<file path="src/hdl/swle_pkg.sv">
package swle_pkg;

   // Word and channel geometry
   localparam int BYTES_PER_WORD = 3;
   localparam int WORD_BITS      = BYTES_PER_WORD * 8;
   localparam int BITS_WIDTH     = $clog2(WORD_BITS + 1);
   localparam int NUM_CHANNELS   = 8;
   localparam int CH_FIELD_WIDTH = 4;
   localparam int CH_SEL_WIDTH   = 3;
   localparam int CH_MASK_WIDTH  = 8;
   localparam int TICK_WIDTH     = 16;

   // Command queue between front and back
   localparam int QUEUE_DEPTH = 2;

   // Request kinds
   localparam logic REQ_LOAD = 1'b0;
   localparam logic REQ_TICK = 1'b1;

   // Timing register indexes
   localparam int CSR_INDEX_WIDTH = 2;
   typedef enum logic [CSR_INDEX_WIDTH-1:0] {
      CSR_ONE_HIGH  = 2'd0,
      CSR_ONE_LOW   = 2'd1,
      CSR_ZERO_HIGH = 2'd2,
      CSR_ZERO_LOW  = 2'd3
   } csr_index_type;

   // Timing reset values
   localparam logic [TICK_WIDTH-1:0] ONE_HIGH_RESET  = 16'd16;
   localparam logic [TICK_WIDTH-1:0] ONE_LOW_RESET   = 16'd9;
   localparam logic [TICK_WIDTH-1:0] ZERO_HIGH_RESET = 16'd8;
   localparam logic [TICK_WIDTH-1:0] ZERO_LOW_RESET  = 16'd17;

   typedef struct packed {
      logic                      req_type;
      logic [WORD_BITS-1:0]      color_word;
      logic [CH_FIELD_WIDTH-1:0] channel;
   } req_payload_type;

   typedef struct packed {
      logic                     pin_level;
      logic [CH_MASK_WIDTH-1:0] channel_enable;
      logic                     busy_res;
      logic                     accepted;
      logic                     frame_done;
   } rsp_payload_type;

   // Classified request as held in the queue
   typedef struct packed {
      logic                    is_tick;
      logic                    ch_ok;
      logic [CH_SEL_WIDTH-1:0] ch_sel;
      logic [WORD_BITS-1:0]    word;
   } cmd_type;

endpackage

</file>
<file path="src/hdl/single_wire_led_bit_encoder.sv">
//  Channel   Direction  Handshake              Payload
//  req       in         req_valid/req_ready    req_payload (req_type, color_word, channel)
//  rsp       out        rsp_valid/rsp_ready    rsp_payload (pin_level .. frame_done)
//  csr       in         csr_we                 csr_index, csr_wdata
//
//  One request per cycle sustained while the response is not stalled; each request
//  yields one response. A request is registered in the two-entry command queue, then
//  in the frame engine's result register, loaded as the command leaves the queue.
//  Synchronous reset clears queue, frame state and response valid, and loads
//  the default bit timings.
//  A stalled response holds the engine; the queue keeps taking requests until full.
module single_wire_led_bit_encoder #(
   parameter int QUEUE_DEPTH = swle_pkg::QUEUE_DEPTH
) (
   input  logic                                 clock,
   input  logic                                 reset,
   input  logic                                 req_valid,
   output logic                                 req_ready,
   input  swle_pkg::req_payload_type            req_payload,
   output logic                                 rsp_valid,
   input  logic                                 rsp_ready,
   output swle_pkg::rsp_payload_type            rsp_payload,
   input  logic                                 csr_we,
   input  logic [swle_pkg::CSR_INDEX_WIDTH-1:0] csr_index,
   input  logic [swle_pkg::TICK_WIDTH-1:0]      csr_wdata
);

   logic              push, queue_full, pop, queue_not_empty;
   swle_pkg::cmd_type push_cmd, pop_cmd;

   // Accept and classify requests
   swle_front u_front (
      .req_valid   (req_valid),
      .req_ready   (req_ready),
      .req_payload (req_payload),
      .queue_full  (queue_full),
      .push        (push),
      .push_cmd    (push_cmd)
   );

   // Buffer classified requests
   swle_queue #(
      .DEPTH (QUEUE_DEPTH)
   ) u_queue (
      .clock     (clock),
      .reset     (reset),
      .push      (push),
      .push_cmd  (push_cmd),
      .full      (queue_full),
      .pop       (pop),
      .not_empty (queue_not_empty),
      .pop_cmd   (pop_cmd)
   );

   // Run the waveform engine
   swle_back u_back (
      .clock       (clock),
      .reset       (reset),
      .csr_we      (csr_we),
      .csr_index   (csr_index),
      .csr_wdata   (csr_wdata),
      .cmd_valid   (queue_not_empty),
      .cmd         (pop_cmd),
      .pop         (pop),
      .rsp_valid   (rsp_valid),
      .rsp_ready   (rsp_ready),
      .rsp_payload (rsp_payload)
   );

endmodule

</file>
<file path="src/hdl/swle_front.sv">
module swle_front (
   input  logic                      req_valid,
   output logic                      req_ready,
   input  swle_pkg::req_payload_type req_payload,
   input  logic                      queue_full,
   output logic                      push,
   output swle_pkg::cmd_type         push_cmd
);

   logic [swle_pkg::CH_FIELD_WIDTH-1:0] ch_minus_one;

   // Take a request whenever the queue has room
   assign req_ready = !queue_full;
   assign push      = req_valid && !queue_full;

   // Classify: request kind, channel range, channel select
   assign ch_minus_one = req_payload.channel - swle_pkg::CH_FIELD_WIDTH'(1);

   always_comb begin
      push_cmd.is_tick = (req_payload.req_type == swle_pkg::REQ_TICK);
      push_cmd.ch_ok   = (req_payload.channel >= swle_pkg::CH_FIELD_WIDTH'(1)) &&
                         (req_payload.channel <=
                          swle_pkg::CH_FIELD_WIDTH'(swle_pkg::NUM_CHANNELS));
      push_cmd.ch_sel  = ch_minus_one[swle_pkg::CH_SEL_WIDTH-1:0];
      push_cmd.word    = req_payload.color_word;
   end

endmodule

</file>
<file path="src/hdl/swle_queue.sv">
module swle_queue #(
   parameter int DEPTH = swle_pkg::QUEUE_DEPTH
) (
   input  logic              clock,
   input  logic              reset,
   input  logic              push,
   input  swle_pkg::cmd_type push_cmd,
   output logic              full,
   input  logic              pop,
   output logic              not_empty,
   output swle_pkg::cmd_type pop_cmd
);

   localparam int PTR_WIDTH   = (DEPTH > 1) ? $clog2(DEPTH) : 1;
   localparam int COUNT_WIDTH = $clog2(DEPTH + 1);

   swle_pkg::cmd_type       entry_ff [DEPTH];
   logic [PTR_WIDTH-1:0]    wr_ptr_ff, wr_ptr_in;
   logic [PTR_WIDTH-1:0]    rd_ptr_ff, rd_ptr_in;
   logic [COUNT_WIDTH-1:0]  count_ff, count_in;

   assign full      = (count_ff == COUNT_WIDTH'(DEPTH));
   assign not_empty = (count_ff != '0);
   assign pop_cmd   = entry_ff[rd_ptr_ff];

   // Advance pointers with wrap, track fill level
   always_comb begin
      wr_ptr_in = wr_ptr_ff;
      rd_ptr_in = rd_ptr_ff;
      count_in  = count_ff;
      if (push) begin
         wr_ptr_in = (wr_ptr_ff == PTR_WIDTH'(DEPTH - 1)) ? '0 : wr_ptr_ff + PTR_WIDTH'(1);
      end
      if (pop) begin
         rd_ptr_in = (rd_ptr_ff == PTR_WIDTH'(DEPTH - 1)) ? '0 : rd_ptr_ff + PTR_WIDTH'(1);
      end
      if (push && !pop) begin
         count_in = count_ff + COUNT_WIDTH'(1);
      end else if (pop && !push) begin
         count_in = count_ff - COUNT_WIDTH'(1);
      end
   end

   always_ff @(posedge clock) begin
      if (reset) begin
         wr_ptr_ff <= '0;
         rd_ptr_ff <= '0;
         count_ff  <= '0;
      end else begin
         wr_ptr_ff <= wr_ptr_in;
         rd_ptr_ff <= rd_ptr_in;
         count_ff  <= count_in;
      end
   end

   // Store entries
   always_ff @(posedge clock) begin
      if (push) begin
         entry_ff[wr_ptr_ff] <= push_cmd;
      end
   end

endmodule

</file>
<file path="src/hdl/swle_back.sv">
module swle_back (
   input  logic                                 clock,
   input  logic                                 reset,
   input  logic                                 csr_we,
   input  logic [swle_pkg::CSR_INDEX_WIDTH-1:0] csr_index,
   input  logic [swle_pkg::TICK_WIDTH-1:0]      csr_wdata,
   input  logic                                 cmd_valid,
   input  swle_pkg::cmd_type                    cmd,
   output logic                                 pop,
   output logic                                 rsp_valid,
   input  logic                                 rsp_ready,
   output swle_pkg::rsp_payload_type            rsp_payload
);

   localparam int TW = swle_pkg::TICK_WIDTH;
   localparam int BW = swle_pkg::BITS_WIDTH;
   localparam int WB = swle_pkg::WORD_BITS;

   // Timing registers
   logic [TW-1:0] t1_hi_ff, t1_lo_ff, t0_hi_ff, t0_lo_ff;

   // Frame state
   logic [WB-1:0]                     shift_ff, shift_in;
   logic [BW-1:0]                     bits_ff, bits_in;
   logic                              low_ff, low_in;
   logic [TW-1:0]                     phase_ff, phase_in;
   logic                              sending_ff, sending_in;
   logic [swle_pkg::CH_SEL_WIDTH-1:0] sel_ff, sel_in;

   // Result register
   logic                      rsp_valid_ff;
   swle_pkg::rsp_payload_type rsp_ff, rsp_in;

   logic          cur_bit;
   logic [TW-1:0] phase_len;
   logic [TW:0]   phase_next;
   logic          phase_end;
   logic [BW-1:0] bits_dec;
   logic          pin, acc, done;

   assign pop         = cmd_valid && (!rsp_valid_ff || rsp_ready);
   assign rsp_valid   = rsp_valid_ff;
   assign rsp_payload = rsp_ff;

   // Pick the length of the phase in progress
   assign cur_bit    = shift_ff[WB-1];
   assign phase_len  = low_ff ? (cur_bit ? t1_lo_ff : t0_lo_ff)
                              : (cur_bit ? t1_hi_ff : t0_hi_ff);
   assign phase_next = {1'b0, phase_ff} + (TW+1)'(1);
   assign phase_end  = (phase_next >= {1'b0, phase_len});
   assign bits_dec   = (bits_ff != '0) ? bits_ff - BW'(1) : '0;

   // Execute one command
   always_comb begin
      shift_in   = shift_ff;
      bits_in    = bits_ff;
      low_in     = low_ff;
      phase_in   = phase_ff;
      sending_in = sending_ff;
      sel_in     = sel_ff;
      pin        = 1'b0;
      acc        = 1'b0;
      done       = 1'b0;
      if (!cmd.is_tick) begin
         // Start a frame unless one is running
         if (!sending_ff) begin
            if (cmd.ch_ok) begin
               sel_in = cmd.ch_sel;
            end
            shift_in   = cmd.word;
            bits_in    = BW'(WB);
            low_in     = 1'b0;
            phase_in   = '0;
            sending_in = 1'b1;
            acc        = 1'b1;
         end
      end else if (sending_ff) begin
         pin = !low_ff;
         if (!phase_end) begin
            phase_in = phase_next[TW-1:0];
         end else if (!low_ff) begin
            low_in   = 1'b1;
            phase_in = '0;
         end else begin
            // Low phase over: drop the sent bit
            low_in   = 1'b0;
            phase_in = '0;
            shift_in = {shift_ff[WB-2:0], 1'b0};
            bits_in  = bits_dec;
            if (bits_dec == '0) begin
               sending_in = 1'b0;
               done       = 1'b1;
            end
         end
      end
      rsp_in.pin_level      = pin;
      rsp_in.channel_enable = swle_pkg::CH_MASK_WIDTH'(1) << sel_in;
      rsp_in.busy_res       = sending_in;
      rsp_in.accepted       = acc;
      rsp_in.frame_done     = done;
   end

   // Hold timing registers
   always_ff @(posedge clock) begin
      if (reset) begin
         t1_hi_ff <= swle_pkg::ONE_HIGH_RESET;
         t1_lo_ff <= swle_pkg::ONE_LOW_RESET;
         t0_hi_ff <= swle_pkg::ZERO_HIGH_RESET;
         t0_lo_ff <= swle_pkg::ZERO_LOW_RESET;
      end else if (csr_we) begin
         unique case (csr_index)
            swle_pkg::CSR_ONE_HIGH:  t1_hi_ff <= csr_wdata;
            swle_pkg::CSR_ONE_LOW:   t1_lo_ff <= csr_wdata;
            swle_pkg::CSR_ZERO_HIGH: t0_hi_ff <= csr_wdata;
            swle_pkg::CSR_ZERO_LOW:  t0_lo_ff <= csr_wdata;
         endcase
      end
   end

   // Advance frame state and result register
   always_ff @(posedge clock) begin
      if (reset) begin
         shift_ff     <= '0;
         bits_ff      <= '0;
         low_ff       <= 1'b0;
         phase_ff     <= '0;
         sending_ff   <= 1'b0;
         sel_ff       <= '0;
         rsp_valid_ff <= 1'b0;
      end else begin
         if (pop) begin
            shift_ff   <= shift_in;
            bits_ff    <= bits_in;
            low_ff     <= low_in;
            phase_ff   <= phase_in;
            sending_ff <= sending_in;
            sel_ff     <= sel_in;
         end
         if (pop) begin
            rsp_valid_ff <= 1'b1;
         end else if (rsp_ready) begin
            rsp_valid_ff <= 1'b0;
         end
      end
   end

   always_ff @(posedge clock) begin
      if (pop) begin
         rsp_ff <= rsp_in;
      end
   end

endmodule

</file>
<file path="config.mk">
export PLATFORM = sky130hd
export DESIGN_NAME = single_wire_led_bit_encoder
export DESIGN_NICKNAME = d
export VERILOG_FILES = /design/src/hdl/swle_pkg.sv /design/src/hdl/single_wire_led_bit_encoder.sv /design/src/hdl/swle_front.sv /design/src/hdl/swle_queue.sv /design/src/hdl/swle_back.sv
export SDC_FILE = /design/constraint.sdc
export NUM_CORES = 1
export LEC_CHECK = 0
export ABC_AREA = 1
export BUFFER_PORTS_ARGS = -buffer_cell sky130_fd_sc_hd__buf_2
export CAP_MARGIN = 10
export CORE_MARGIN = 4
export CORE_UTILIZATION = 30
export DETAILED_ROUTE_END_ITERATION = 12
export PLACE_DENSITY_LB_ADDON = 0.2
export RECOVER_POWER = 25
export SETUP_SLACK_MARGIN = 0.15
export SLEW_MARGIN = 20
export SYNTH_ARGS = -nofsm -noshare
export SYNTH_HDL_FRONTEND = slang
export SYNTH_SLANG_ARGS = --single-unit
</file>
<file path="constraint.sdc">
create_clock -name clock -period 3.7 [get_ports clock]
set_clock_uncertainty 0.2 [all_clocks]
set_input_delay 0.185 -clock clock [delete_from_list [all_inputs] [get_ports clock]]
set_output_delay 0.185 -clock clock [all_outputs]
set_load 0.005 [all_outputs]
</file>
; ---- Word-level counts from Yosys, hierarchy flattened
; Memories as Yosys holds them, arrays and structs flattened. A register that Yosys moved wholly into a read port is not among the register bits.
; Index checks and enable logic that the tools add are counted.
[totals]
ramBits = 58
out_inout_bits = 14
latchBits = 0
rom_bits = 0
ff_bits = 131
in_bits = 52
n_memories = 1
[classes]
n_mul = 0
muxes = 43
reduce_logical = 26
add_sub_neg = 7
order_cmp = 3
n_shift = 1
eq_ne = 8
div_mod_pow = 0
bitwise_logic = 0
[memory_table]
columns = name, depth, width, rd, rd_ports_with_merged_regs, wr, line
row1 = u_queue.entry_ff, 2, 29, 1, 1, 1, swle_queue.sv:17  ; swle_pkg::cmd_type entry_ff [DEPTH];
[op_table]
columns = cell, n
row1 = 24-bit 2-to-1 mux, 5
row2 = 16-bit 2-to-1 mux, 7
row3 = 5-bit 2-to-1 mux, 6
row4 = 1-bit 2-to-1 mux, 20
row5 = 16-bit by 1-bit adder with 17-bit output (second input constant), 1
row6 = 17-bit by 16-bit >= comparator with 1-bit output, 1
row7 = 2-bit AND reduction, 5
row8 = 3-bit 2-to-1 mux, 3
row9 = 4-bit AND reduction, 2
row10 = 1-bit by 3-bit << shifter with 8-bit output (first input constant), 1
row11 = 2-bit == test (second input constant), 3
row12 = 2-bit inequality test (second input constant), 3
row13 = 2-bit nonzero test, 3
row14 = 1-bit logical AND, 5
row15 = 1-bit zero test, 5
row16 = 5-bit zero test, 1
row17 = 5-bit AND reduction, 1
row18 = 5-bit nonzero test, 1
row19 = 5-bit by 1-bit subtractor with 5-bit output (second input constant), 1
row20 = 4-bit by 1-bit >= comparator with 1-bit output (second input constant), 1
row21 = 4-bit <= comparator (second input constant), 1
row22 = 2-bit 2-to-1 mux, 2
row23 = 3-bit AND reduction, 1
row24 = 3-bit by 1-bit subtractor with 3-bit output (second input constant), 1
row25 = 7 further kinds, 8

; ---- Longest topological paths before layout
[depth]
ltp_word = 8
mapped_depth = 21
depth_no_buf = 20

; ---- Cells and area by module
; From an unflattened synthesis, not the netlist that was laid out.
[hier_totals]
hier_cells = 1061
area_unflattened_um2 = 8912.3
[modules_own_cells]
columns = mod, seq_area_each_um2, area_each_um2, cells_per_inst, n_inst
row1 = swle_back, 2662.6, 6272.3, 893, 1
row2 = swle_queue, 1841.8, 2359.8, 123, 1
row3 = swle_front, 0.0, 280.3, 45, 1

; ---- Worst setup path after synthesis
; OpenSTA, ideal clock, no wires.
[synth_path]
path_kind = reg2reg
startpoint = register u_back.low_ff
endpoint = register u_back.rsp_ff (netlist bit u_back.rsp_payload[2]) (data pin)
path_stages_with_launch = 18
n_path_buf = 4
required_ps = 3236
period_less_slack_ps = 2979
t_arrival_ps = 2515
setup_slack_ps = 721
path_cell_list = dfxtp_1 clkbuf_1 inv_1 clkbuf_1 clkbuf_1 o21ai_0 nor2_1 a21oi_1 ha_1 nand2_1 nor2_1 and2_1 nand2_1 nand3_1 nand2_1 nand4_4 buf_2 nand3_1
[synth_via]
elab_chain_cells = 5
word_cells_on_any_way = 6
cone_classes = 1 x order compare / 5 x mux
[synth_lines]
columns = element, line
row1 = from (decl), swle_back.sv:25  ; logic low_ff, low_in;
row2 = from (signal assigned), swle_back.sv:134  ; low_ff <= low_in;
row3 = 16-bit 2-to-1 mux, swle_back.sv:47  ; assign phase_len = low_ff ? (cur_bit ? t1_lo_ff : t0_lo_ff)
row4 = 17-bit by 16-bit >= comparator with 1-bit output, swle_back.sv:50  ; assign phase_end = (phase_next >= {1'b0, phase_len});
row5 = 1-bit 2-to-1 mux (*), swle_back.sv:79  ; if (!phase_end) begin
row6 = 1-bit 2-to-1 mux (*), swle_back.sv:77  ; end else if (sending_ff) begin
row7 = 1-bit 2-to-1 mux (*), swle_back.sv:64  ; if (!cmd.is_tick) begin
row8 = named net u_back.sending_in, swle_back.sv:27  ; logic sending_ff, sending_in;
row9 = to (signal assigned), swle_back.sv:149  ; rsp_ff <= rsp_in;
row10 = to (decl), swle_back.sv:32  ; swle_pkg::rsp_payload_type rsp_ff, rsp_in;
; Mark *: on every way through the listed nets, which the timed path passes. The rest lies on a longest branch.
; A chain may end at the register's enable or synchronous reset.

; ---- Worst setup path in the final report
[layout_path]
startpoint = register u_back.phase_ff[0]
endpoint = register u_back.rsp_ff (netlist bit u_back.rsp_payload[0]) (data pin)
[layout_via]
elab_chain_cells = 3
[layout_lines]
columns = element, line
row1 = from (decl), swle_back.sv:26  ; logic [TW-1:0] phase_ff, phase_in;
row2 = from (signal assigned), swle_back.sv:135  ; phase_ff <= phase_in;
row3 = 16-bit by 1-bit adder with 17-bit output, swle_back.sv:49  ; assign phase_next = {1'b0, phase_ff} + (TW+1)'(1);
row4 = 17-bit by 16-bit >= comparator with 1-bit output, swle_back.sv:50
row5 = 4-bit AND reduction (no line), --
; No other way between the ends.

==> metrics.md <==
| Metric | Value |
|---|---|
| Status | `completed` |
| PortBufs | `65` |
| Warnings, synthesis | `0` |
| Comb pwr share | `0.366` |
| Fin util | `0.365` |
| RR Endpoint | `u_back.rsp_payload[0]` |
| Synth top area cells | `dfxtp_1 27%, edfxtp_1 24%, nor2_1 9.0%, nand2_1 7.7%, o21ai_0 7.0%` |
| Number of enable flip-flop cells after synthesis | `70` |
| Clock transition at path regs | `about 0.080 ns` |
| Cell Area, Synth | `between 0.008 and 0.009 mm²` |
| Power consumption | `between 7000 and 8000 µW` |
| Share of Yosys cell area claimed by the top area cell type | `0.274` |
| Via Count | `roughly 6900` |
| GR Overflow Total | `0` |
| FF-to-FF path depth | `16` |
| Worst skew pair latency | `0.44 ns` |
| Crit path capture | `u_back.rsp_payload[0]` |
| RSZ-0062 raised after global routing | `false` |
| Switch Pwr | `about 2800 µW` |
| WL met1 | `between 9000 and 10000 µm` |
| Total CTS buffers | `17` |
| Seq/Total Area, Yosys | `0.513` |
| Synth area leader | `dfxtp_1` |
| First-pass GRT wire length | `around 33000 µm` |
| Most used DFF post-synth | `dfxtp_1` |
| Critical Path Slowest Stage Cell | `a21boi_4` |
| Starting Density | `0.305` |
| Crit path max fanout | `16` |
| Setup violators final | `0` |
| Initial drt markers | `between 400 and 500` |
| Critical path required time | `between 3 and 4 ns` |
| Reg-to-Reg Start | `u_back.phase_ff[0]` |
| Met2 WL post-DR | `9390 µm` |
| Sum Neg Setup Slack | `0 ns` |
| Largest net degree at the start of global routing | `75` |
| Seq cells post-synth | `190` |
| Hold slack | `roughly 0.037 ns` |
| Initial DRT Pass Iterations | `4` |
| Nets | `1250` |
| DR top layer | `met4` |
| CTS tree | `built` |
| TritonCTS Sinks | `190` |
| Crit path launch type | `flop` |
| P per Cell Area | `687 mW/mm²` |
| Worst path arrival time | `around 3.2 ns` |
| Top-count cell post-synth | `nor2_1` |
| Mean post-synth cell area | `slightly above 8 µm²` |
| Crit end category | `flop` |
| P_int | `between 4000 and 5000 µW` |
| Max Freq | `311 MHz` |
| Post-DR vias/cell | `around 4.4` |
| Cell Chain, Critical Path | `ha_1 > nand2_2 > nor2_4 > nand2_2 > nor2_1 > nand2_1 > xnor2_1 > ha_1 > nand2_1 > nor2_1 > nand3_1 > nor2_2 > a21boi_4 > and2_1 > nand3b_1 > inv_1` |
| RePlAce Congestion | `roughly 0.82` |
| Leakage | `0.00436 µW` |
| Post-synthesis instance total | `1078` |
| Met3 WL | `~520 µm` |
| Post-DR wirelength/cell | `about 13 µm` |
| Ant. Diodes | `0` |
| Share of total power in sequential cells | `0.385` |
| WP buf/inv | `1` |
| Sw Share | `0.384` |
| Die area | `0.0321 mm²` |
| Slowest stage delay, CP | `between 0.4 and 0.5 ns` |
| Slew margin rel. | `0.363` |
| Tcrit/Tclk final | `0.870` |
| Pins Over Slew Limit | `0` |
| DRC Markers | `0` |
| Initial antenna violation count | `0` |
| Clock power share | `0.248` |
| Core box area | `0.0288 mm²` |
| Asr flop ratio synth | `0` |
| Fraction of layout cells with a size suffix above 1 | `0.100` |
| Hold Crit Class | `input port to flop` |
| Max cap viols | `0` |
| Vias in the first global route | `6527` |
| Critical Path Source | `u_back.phase_ff[0]` |
| FP Rows | `between 60 and 70` |
| Syn-to-layout area delta | `19.7%` |
| Die Height | `179 µm` |
| CP Depth | `16` |
| CTS H-tree depth | `4` |
| Worst reg2reg setup slack | `~0.48 ns` |
| Post-CTS setup buffers | `0` |
| WS Path Type | `flop to flop` |
| Maximum vdd drop | `about 280 µV` |
| Final Hold Fails | `0` |
| Critical path's top delay family | `simple AND/OR/NAND/NOR gates` |
| GRT Util Overall | `0.128` |
| Root Buffer | `clkbuf_16` |
| DPL Wire Length | `12500 µm` |
| Post-synth top cells | `211 x nor2_1, 180 x nand2_1, 122 x o21ai_0` |
| Worst-margin pin slew | `roughly 0.96 ns` |
| Synth unique cells | `38` |
| Die W | `~180 µm` |
| Final wirelength | `just under 20000 µm` |
| Final min period | `3.22 ns` |
| Clock Tree Buf Depth | `2` |
| Post-DRT Antenna Nets | `0` |
| I/O pin total | `66` |
| Syn Nets | `1154` |
sequential cells by signal, summed over array words and instances, names as in the netlist, named ones only:
name,flops
u_queue.entry_ff,58
u_back.shift_ff,24
u_back.phase_ff,16
u_back.t0_hi_ff,16
u_back.t0_lo_ff,16
u_back.t1_hi_ff,16
u_back.t1_lo_ff,16
u_back.rsp_payload,12
u_back.bits_ff,5
u_back.sel_ff,3
u_queue.count_ff,2
u_back.low_ff,1
u_back.rsp_valid,1
u_back.sending_ff,1
u_queue.rd_ptr_ff,1
u_queue.wr_ptr_ff,1
worst reg2reg max path, stage by stage, from the launching register on:
cell and delay (ns):
dfxtp_1 0.38, ha_1 0.22, nand2_2 0.09, nor2_4 0.13
nand2_2 0.10, nor2_1 0.17, nand2_1 0.09, xnor2_1 0.21
ha_1 0.30, nand2_1 0.10, nor2_1 0.05, nand3_1 0.08
nor2_2 0.07, a21boi_4 0.42, and2_1 0.22, nand3b_1 0.12
inv_1 0.04
logic make-up (layout without fill, tap and decap cells):
family,Yosys count,after routing,synth area share
buf+inv,168,277,0.0780
mux,5,5,0.00641
compound gates,217,217,0.137
fa+ha+maj,24,24,0.0342
flops,190,190,0.513
xor+xnor,17,17,0.0170
simple gates,457,457,0.214
power groups by stage:
stage | logic, µW | registers, µW | clock network [µW]
3_5_place_dp | 2660 | 2830 | 0
6_report | 2640 | 2780 | 1790
3_3_place_gp | 2640 | 2830 | 0
4_1_cts | 2710 | 2790 | 1860
5_1_grt | 3090 | 2820 | 1940
2_1_floorplan | 2050 | 2790 | 0
stage by stage:
stage / instance area, µm² / setup WS, ns / std cells
after global placement: 9460 / 0.393 / 1490
after floorplan: 8780 / 0.721 / 1078
after CTS: 10500 / 0.363 / 1571
final: 10500 / 0.482 / 1571
after detailed placement: 9460 / 0.374 / 1490
after global routing: 10500 / 0.171 / 1571
metal layers:
metal	vias up	track usage
met4	0	0.0358
met5	-	0
met1	3137	0.167
met3	16	0.0226
met2	77	0.216
li1	3710	-
layout make-up:
type / count / area, µm²
fill: 2973 / 18300
sequential: 190 / 4500
multi-input combinational: 720 / 3600
timing repair buffer: 129 / 902
tap: 384 / 480
clock buffer: 20 / 458
inverter: 116 / 439
clock inverter: 12 / 118
how the worst min path moves through the flow:
stage	start	to	slack [ns]	cells after the start
2_1_floorplan	req_payload[4]	u_queue.entry_ff[0][0]	0.08	0
3_3_place_gp	req_payload[5]	u_queue.entry_ff[1][1]	0.18	1
3_5_place_dp	req_payload[13]	u_queue.entry_ff[0][9]	0.18	1
4_1_cts	req_valid	u_queue.wr_ptr_ff	0.02	5
5_1_grt	req_payload[1]	u_queue.entry_ff[0][25]	0.08	4
6_report	req_valid	u_queue.wr_ptr_ff	0.04	5
cell usage in the layout, fill, tap and decap left out, types with 3 or more instances in the layout:
cell type / count
nand4_1: 20
xor2_1: 11
o211ai_1: 23
inv_1: 110
dfxtp_1: 120
inv_8: 4
nand3_1: 25
edfxtp_1: 70
a21oi_1: 61
clkbuf_16: 18
o21ai_0: 122
o21ai_1: 3
mux2_2: 5
nand2_1: 180
nor2_2: 6
xnor2_1: 6
nor3_1: 4
dlygate4sd3_1: 49
inv_6: 3
clkbuf_1: 23
buf_2: 43
buf_4: 15
nor2_1: 209
ha_1: 24
inv_2: 3
nand2_2: 4
timing repair:
| action | 4_1_cts | 5_1_grt |
|---|---|---|
| hold endpoints to repair | 122 | 0 |
| hold buffers | 49 | 0 |
| gates resized for setup | 0 | 1 |
| endpoints found under the setup margin | 0 | 26 |
No activity file was read; power rests on OpenSTA's default activity.
